--- config.mk ---
export PLATFORM = sky130hd
export DESIGN_NAME = vna_norm
export DESIGN_NICKNAME = d
export VERILOG_FILES = /design/src/sv/vna_pkg.sv /design/src/sv/vna_norm.sv
export SDC_FILE = /design/constraint.sdc
export NUM_CORES = 2
export LEC_CHECK = 0
export ABC_AREA = 1
export BUFFER_PORTS_ARGS = -buffer_cell sky130_fd_sc_hd__buf_2
export CAP_MARGIN = 30
export CORE_MARGIN = 8
export CORE_UTILIZATION = 60
export CTS_BUF_LIST = sky130_fd_sc_hd__clkbuf_8
export CTS_CLUSTER_DIAMETER = 120
export DETAILED_ROUTE_END_ITERATION = 10
export GPL_TIMING_DRIVEN = 0
export PLACE_DENSITY = 0.83
export SLEW_MARGIN = 20
export SYNTH_ARGS = -nofsm -noshare
export SYNTH_HDL_FRONTEND = slang
export SYNTH_SLANG_ARGS = --single-unit
--- constraint.sdc ---
create_clock -name i_clk -period 12.5 [get_ports i_clk]
set_input_delay 1.875 -clock i_clk [delete_from_list [all_inputs] [get_ports i_clk]]
set_output_delay 1.875 -clock i_clk [all_outputs]
set_load 0.02 [all_outputs]
--- src/sv/vna_pkg.sv ---
// ----------------------------------------------------------------------------
// Vertex normal accumulator package
// Widths, request and response types, action codes.
// ----------------------------------------------------------------------------
package vna_pkg;

    localparam int VNA_VERTICES = 1024;
    localparam int IDX_W        = $clog2(VNA_VERTICES);
    localparam int POS_W        = 16;
    localparam int NRM_W        = 16;
    localparam int NRM_FRAC     = 14;
    localparam int POS_WORD_W   = 3 * POS_W;
    localparam int NRM_WORD_W   = 3 * NRM_W;
    localparam int EDGE_W       = POS_W + 1;
    localparam int PROD_W       = 2 * EDGE_W;
    localparam int CROSS_W      = PROD_W + 1;
    localparam int SUM_W        = NRM_W + 1;
    localparam int MAG_LIM_W    = 30;
    localparam int SQ_W         = 2 * MAG_LIM_W + 2;
    localparam int ROOT_STEPS   = SQ_W / 2;
    localparam int ROOT_W       = MAG_LIM_W + 1;
    localparam int QUO_W        = NRM_FRAC + 1;
    localparam int REM_W        = NRM_FRAC + MAG_LIM_W;
    localparam int DEN_W        = NRM_FRAC + ROOT_W;
    localparam int THIRD_MUL    = 21846;
    localparam int THIRD_SHIFT  = 16;
    localparam int THIRD_W      = 2 * QUO_W;

    typedef enum logic [1:0] {
        ACT_LOAD = 2'd0,
        ACT_TRI  = 2'd1,
        ACT_READ = 2'd2,
        ACT_NONE = 2'd3
    } t_action;

    typedef logic signed [CROSS_W-1:0] t_comp;
    typedef logic signed [NRM_W-1:0]   t_nrm;

    typedef struct packed {
        t_action                  action;
        logic [IDX_W-1:0]         vertex_index;
        logic signed [POS_W-1:0]  pos_x;
        logic signed [POS_W-1:0]  pos_y;
        logic signed [POS_W-1:0]  pos_z;
        logic [IDX_W-1:0]         corner_first;
        logic [IDX_W-1:0]         corner_second;
        logic [IDX_W-1:0]         corner_third;
    } t_req;

    typedef struct packed {
        logic [IDX_W-1:0] which_vertex;
        t_nrm             norm_x;
        t_nrm             norm_y;
        t_nrm             norm_z;
    } t_rsp;

endpackage

--- src/sv/vna_norm.sv ---
// ----------------------------------------------------------------------------
// Vector normalize unit
// Prescale, sum of squares, bit-serial square root, three restoring dividers.
// ----------------------------------------------------------------------------
module vna_norm import vna_pkg::*; (
    input  logic  i_clk,
    input  logic  i_rst_n,
    input  logic  i_start,
    input  t_comp i_vec [3],
    output logic  o_done,
    output t_nrm  o_res [3]
);

    typedef enum logic [4:0] {
        N_IDLE  = 5'b00001,
        N_SHIFT = 5'b00010,
        N_SQ    = 5'b00100,
        N_ROOT  = 5'b01000,
        N_DIV   = 5'b10000
    } t_nstate;

    t_nstate              r_state;
    logic [CROSS_W-1:0]   r_mag [3];
    logic                 r_neg [3];
    logic [4:0]           r_cnt;
    logic [SQ_W-1:0]      r_acc;
    logic [SQ_W-1:0]      r_root;
    logic [DEN_W-1:0]     r_den;
    logic [REM_W-1:0]     r_rem [3];
    logic [QUO_W-1:0]     r_quo [3];
    logic                 r_done;
    t_nrm                 r_res [3];

    logic                      w_big;
    logic [2*MAG_LIM_W-1:0]    w_sq;
    logic [SQ_W-1:0]           w_bit;
    logic [SQ_W-1:0]           w_trial;
    logic                      w_take;
    logic [SQ_W-1:0]           w_root_nx;
    logic [SQ_W-1:0]           w_acc_nx;
    logic                      w_zero;
    logic                      w_ge [3];
    logic [REM_W-1:0]          w_rem_nx [3];
    logic [QUO_W-1:0]          w_quo_nx [3];
    t_nrm                      w_q [3];

    always_comb begin
        w_big = 1'b0;
        for (int i = 0; i < 3; i++) begin
            w_big = w_big | (|r_mag[i][CROSS_W-1:MAG_LIM_W]);
        end
        w_sq      = r_mag[r_cnt[1:0]][MAG_LIM_W-1:0] * r_mag[r_cnt[1:0]][MAG_LIM_W-1:0];
        w_bit     = SQ_W'(1) << {r_cnt, 1'b0};
        w_trial   = r_root + w_bit;
        w_take    = (r_acc >= w_trial);
        w_root_nx = w_take ? ((r_root >> 1) + w_bit) : (r_root >> 1);
        w_acc_nx  = w_take ? (r_acc - w_trial) : r_acc;
        w_zero    = (r_root == '0);
        for (int i = 0; i < 3; i++) begin
            w_ge[i]     = ({1'b0, r_rem[i]} >= r_den);
            w_rem_nx[i] = w_ge[i] ? REM_W'({1'b0, r_rem[i]} - r_den) : r_rem[i];
            w_quo_nx[i] = {r_quo[i][QUO_W-2:0], w_ge[i]};
            w_q[i]      = t_nrm'({1'b0, w_quo_nx[i]});
        end
    end

    always_ff @(posedge i_clk) begin
        if (!i_rst_n) begin
            r_state <= N_IDLE;
            r_cnt   <= '0;
            r_done  <= 1'b0;
        end else begin
            r_done <= 1'b0;
            case (r_state)
                N_IDLE: begin
                    if (i_start) begin
                        r_state <= N_SHIFT;
                    end
                end
                N_SHIFT: begin
                    if (!w_big) begin
                        r_state <= N_SQ;
                        r_cnt   <= '0;
                    end
                end
                N_SQ: begin
                    if (r_cnt == 5'd2) begin
                        r_state <= N_ROOT;
                        r_cnt   <= 5'(ROOT_STEPS - 1);
                    end else begin
                        r_cnt <= r_cnt + 5'd1;
                    end
                end
                N_ROOT: begin
                    if (r_cnt == '0) begin
                        r_state <= N_DIV;
                        r_cnt   <= 5'(QUO_W - 1);
                    end else begin
                        r_cnt <= r_cnt - 5'd1;
                    end
                end
                N_DIV: begin
                    if (r_cnt == '0) begin
                        r_state <= N_IDLE;
                        r_done  <= 1'b1;
                    end else begin
                        r_cnt <= r_cnt - 5'd1;
                    end
                end
                default: begin
                    r_state <= N_IDLE;
                end
            endcase
        end
    end

    always_ff @(posedge i_clk) begin
        case (r_state)
            N_IDLE: begin
                if (i_start) begin
                    for (int i = 0; i < 3; i++) begin
                        r_neg[i] <= i_vec[i][CROSS_W-1];
                        r_mag[i] <= i_vec[i][CROSS_W-1] ? CROSS_W'(-i_vec[i])
                                                        : CROSS_W'(i_vec[i]);
                    end
                end
            end
            N_SHIFT: begin
                if (w_big) begin
                    for (int i = 0; i < 3; i++) begin
                        r_mag[i] <= r_mag[i] >> 1;
                    end
                end else begin
                    r_acc <= '0;
                end
            end
            N_SQ: begin
                r_acc <= r_acc + SQ_W'(w_sq);
                if (r_cnt == 5'd2) begin
                    r_root <= '0;
                end
            end
            N_ROOT: begin
                r_acc  <= w_acc_nx;
                r_root <= w_root_nx;
                if (r_cnt == '0) begin
                    r_den <= DEN_W'(w_root_nx[ROOT_W-1:0]) << NRM_FRAC;
                    for (int i = 0; i < 3; i++) begin
                        r_rem[i] <= {r_mag[i][MAG_LIM_W-1:0], {NRM_FRAC{1'b0}}};
                        r_quo[i] <= '0;
                    end
                end
            end
            N_DIV: begin
                r_den <= r_den >> 1;
                for (int i = 0; i < 3; i++) begin
                    r_rem[i] <= w_rem_nx[i];
                    r_quo[i] <= w_quo_nx[i];
                    if (r_cnt == '0) begin
                        r_res[i] <= w_zero ? '0 : (r_neg[i] ? -w_q[i] : w_q[i]);
                    end
                end
            end
            default: begin
            end
        endcase
    end

    assign o_done = r_done;
    assign o_res  = r_res;

endmodule

**Yosys cells after proc, flatten, opt, wreduce, memory -nomap -nowiden**

Memories as Yosys holds them, arrays and structs flattened. A register that Yosys moved wholly into a read port is not among the register bits.
Cells that the tools add are included.

- Register bits: 228
- RAM bits: 285
- Input bits: 108
- Output and inout bits: 49
- Logic and storage cells: 133
- Memories kept: 4

Memory list:

| memory | depth | bits a word | read ports | clocked after memory_dff | write ports | line | text |
|---|---|---|---|---|---|---|---|
| r_rem | 3 | 44 | 3 | 0 | 3 | vna_norm.sv:29 | `logic [REM_W-1:0] r_rem [3];` |
| r_mag | 3 | 35 | 4 | 1 | 3 | vna_norm.sv:23 | `logic [CROSS_W-1:0] r_mag [3];` |
| r_quo | 3 | 15 | 3 | 0 | 3 | vna_norm.sv:30 | `logic [QUO_W-1:0] r_quo [3];` |
| r_neg | 3 | 1 | 3 | 0 | 3 | vna_norm.sv:24 | `logic r_neg [3];` |

- Add/subtract/negate cells: 15
- $mul: 1
- Order comparisons: 4
- Eq/ne operators: 13
- Shift-type cells: 1
- Mux-type cells: 50
- Bitwise gates (word level): 14
- Reductions and logical operators: 19

Operator list:

| cell | number |
|---|---|
| $mux W44 | 6 |
| $mux W62 | 4 |
| $mux W35 | 6 |
| $pmux W62 S3 | 1 |
| $ge A44 B45 Y1 | 3 |
| $sub A44 B44 Y44 | 3 |
| $pmux W62 S2 | 1 |
| $neg A35 Y35 | 3 |
| $mux W15 | 6 |
| $pmux W45 S2 | 1 |
| $add A61 B62 Y62 | 1 |
| $add A62 B60 Y62 | 1 |
| $add A62 B62 Y62 | 1 |
| $ge A62 B62 Y1 | 1 |
| $logic_not A62 Y1 | 1 |
| $shl A1 B6 Y62 const A | 1 |
| $sub A62 B62 Y62 | 1 |
| $mul A30 B30 Y60 | 1 |
| $neg A15 Y16 | 3 |
| $mux W45 | 1 |
| $mux W5 | 9 |
| $pmux W5 S5 | 1 |
| $pmux W5 S4 | 1 |
| $reduce_or A5 Y1 | 3 |
| 20 further kinds | 57 |

**Logic depth before layout (Yosys ltp)**

An unclocked memory read counts as a cell.

- Word-level depth: 8
- Depth in mapped cells: 39
- Depth with buffers taken out: 37

**Least setup slack after synthesis**

OpenSTA, ideal clock, no wires.

- Kind: reg-to-reg
- Start: register with a tool-made name
- End: register r_acc[35], data pin
- Setup time: 260 ps
- Arrival time: 7313 ps
- Path slack: 4927 ps
- Stages on the path, launching flop included: 33
- Buffers on the path: 3
- Period minus slack after synthesis: 7573 ps
- Cells stage by stage: dfxtp_1 clkbuf_1 inv_2 clkbuf_1 o211ai_1 o21ai_2 inv_1 clkbuf_1 nor2_1 fa_1 inv_1 fa_1 inv_1 fa_1 inv_1 fa_1 inv_1 fa_1 fa_1 fa_1 inv_1 fa_1 inv_1 ha_1 nand2_1 nor2_1 inv_1 nor4_1 o21ai_0 nand3b_1 nand2_1 nand2_1 o21ai_0

RTL lines:

| what | line | text |
|---|---|---|
| end signal: assignment | vna_norm.sv:138 | `r_acc <= r_acc + SQ_W'(w_sq);` |
| end signal: assignment | vna_norm.sv:144 | `r_acc <= w_acc_nx;` |
| end: declaration | vna_norm.sv:26 | `logic [SQ_W-1:0] r_acc;` |

==> impl_results.md <==
* Largest area contributor in the netlist: sky130_fd_sc_hd__fa_1
* RSZ-0062 raised after global routing: false
* Xor/xnor share of the synthesized area at ~2.5%
* Slew margin rel. at 22.9%
* Mapped Avg Cell Area at between 7 and 8 um^2
* Top-level port count at 157
* Pin slew with the least headroom to its limit at ~1200 ps
* Synthesized-area fraction occupied by ao, oa, aoi and oai cells at 11.6%
* Fill cells at 10700
* Count of mapped cells out of synthesis at 10100
* Hold violation total from the final report at 0
* Synth top area share at around 21%
* Post-route fraction of the period consumed by the critical path at roughly nine tenths
* Area of the core region at 122000 um^2
* Die X-Extent at between 300 and 400 um
* Finish-stage setup viols at 0
* Pin count of the biggest net entering global routing at 57
* Count of standard-cell rows at about 130
* Initial core utilization at 60.4%
* CTS H-tree lvls at 3
* Ratio of cells with drive above 1 in the final layout at 4.69%
* Gr usage total at 43.0%
* Final global-route overflow total at 0
* Largest family of logic cells by synthesized area: adder cells
* Number of nets in the finished design at 11800
* Post-Synthesis Net Count at 11500
* Worst clock skew at 105 ps
* Total Die Area at ~130000 um^2
* Number of buffer cells added on primary ports at 156
* DP HPWL at 249000 um
* Worst skew pair latency at 860 ps
* Flop and latch count out of synthesis at 512
* Worst hold start: r_den[18]$_DFFE_PP_
* Clock buffers created by TritonCTS at 91
* Tightest Hold Check Type: flip-flop to flip-flop
* Setup Fix Bufs, Post-CTS at 0
* Top post-synthesis cells by area: sky130_fd_sc_hd__fa_1 21%, sky130_fd_sc_hd__edfxtp_1 20%, sky130_fd_sc_hd__nand2_1 10%
* Weighted congestion at the end of routability-driven global placement at 1.09
* 1st-pass router iterations at 9
* Root Buffer Master: sky130_fd_sc_hd__clkbuf_8
* Routed vias at 74400
* Data arrival time of the critical path at 11530 ps
* Hold path cells at 2
* Simple-gate share of the synthesized area at 24.1%
* Post-synthesis cell area at ~74000 um^2
* Number of sinks driven by the clock tree at 512
* Relative area change from synthesis to final layout at 7.34%
* TritonCTS clock tree: done
* Master of the slowest instance on the critical path: sky130_fd_sc_hd__clkinv_1
* Dominant register cell in the synthesized netlist: sky130_fd_sc_hd__edfxtp_1
* Commonest cells after routing, fill and taps aside: 2026 x sky130_fd_sc_hd__inv_1, 2017 x sky130_fd_sc_hd__nand2_1, 1373 x sky130_fd_sc_hd__nor2_1
* Detail-routed net length per standard cell at 24.7 um
* Sum of negative setup slack at 0 ps
* Most frequent standard cell in the layout excluding fill and tap cells: sky130_fd_sc_hd__inv_1
* Post-synth ARST share at 0%
* Fin crit period at 11020 ps
* Number of violations of the max-capacitance limit at 0
* Number of antenna-violating nets in the routed design at 0
* Number of antenna violations at the first check in global routing at 13
* Crit path required time at roughly 13000 ps
* Hold buffer count at cts at 0
* Global-route wire length before repair at about 440000 um
* Adder and majority gate portion of the synthesized area at 29.5%
* Final-report max-slew violation count at 0
* Result of the run: completed
* Number of flops mapped to enable cells by yosys at between 400 and 500
* DR iter-0 viols at approximately 11000
* Maximum fanout along the worst path at 10
* Total routed wirelength at 300000 um
* Library cell appearing most often on the critical path: sky130_fd_sc_hd__fa_1
* Delay of the slowest cell on the worst path at between 800 and 900 ps
* Number of remaining DRC errors at 0
* Number of gates resized after cts at 0
* Via density per instance at 6.14
* CP startpoint kind: flip-flop
* Logic depth of the worst register-to-register path at 29
* Sequential share of the synthesized area at 20.7%
* Unique cell type count in the Yosys netlist at 58
* Vias in the first global route at 72400
* Die height at roughly 370 um
* Critical Path Sink Type: flip-flop
* CTS max path bufs at 3
* Reg clk slew, reported paths at 60 ps
* Post-synthesis mux area share at 0%
* Critical path type: flip-flop to flip-flop
* YS warnings at 0
* Top achievable clock speed at 0.0908 GHz
[kinds of logic after synthesis]
| logic type | after synthesis |
|---|---|
| simple gates | 4314 |
| flops | 512 |
| fa+ha+maj | 1281 |
| xor+xnor | 212 |
| compound gates | 1558 |
| buf+inv | 2229 |
[state kept, by name, summed over array words and instances (netlist names), named ones only]
name and cells:
o_res 48, r_rem 132, r_acc 62, r_mag 105, r_cnt 5, r_neg 3, r_quo 42, r_state 5
r_root 62, r_den 45, o_done 1
[critical path, delay by kind of cell (launching register included)]
kind	cells	cell delay, ps
AOI/OAI and AO/OA	5	1340
DFF	1	460
adders and majority gates	9	4600
buffers and inverters	8	2490
and+or+nand+nor	7	1810
[Yosys cell counts (all sizes together), types with 49 or more instances]
library cell	instances
nand3	531
nor4	62
a21o	50
ha	518
xnor2	101
inv	2014
or2	49
edfxtp	499
o21bai	77
clkbuf	141
fa	763
o21ai	655
nand2	2027
nor2	1382
nor3	115
xor2	111
a21oi	610
buf	68
nand4	95
[layout make-up]
| class | count | area (um^2) | share of cell area, % |
|---|---|---|---|
| timing repair buffer | 191 | 1330 | 1.68 |
| sequential | 512 | 15200 | 19.3 |
| antenna | 20 | 50.0 | 0.0633 |
| tap | 1625 | 2030 | 2.57 |
| buffer | 209 | 888 | 1.12 |
| clock inverter | 68 | 567 | 0.717 |
| multi-input combinational | 7365 | 50000 | 63.3 |
| clock buffer | 97 | 1340 | 1.69 |
| inverter | 2020 | 7580 | 9.59 |
[final timing paths]
path	end	slack, ps
worst max register to register	r_acc[35]$_DFFE_PP_	1480
worst max-delay path	r_acc[35]$_DFFE_PP_	1480
worst min-delay path	r_den[17]$_DFFE_PP_	510
worst min register to register	r_den[17]$_DFFE_PP_	510
[metrics by stage]
step	utilization, %	instance area, um^2	setup slack, ps	instances	hold slack, ps
after floorplan	-	73700	4930	10100	483
after global placement	62.8	76500	1450	11900	498
after detailed placement	63.2	77000	2300	11900	527
after CTS	64.8	78900	2250	12100	523
after global routing	64.8	79000	1520	12100	548
final	64.9	79100	1480	12100	510
[routing by layer]
metal / vias to the layer above / global-route usage (%) / wire [um]
met4: 6 / 29.8 / 26300
li1: 32800 / - / -
met1: 34800 / 52.8 / 106000
met2: 5486 / 64.3 / 127000
met5: - / 0 / 51
met3: 1289 / 13.8 / 40800
Power is left out: the tool's default activity adds up to more than one toggle a clock period on the data nets, which glitch-free logic cannot reach.
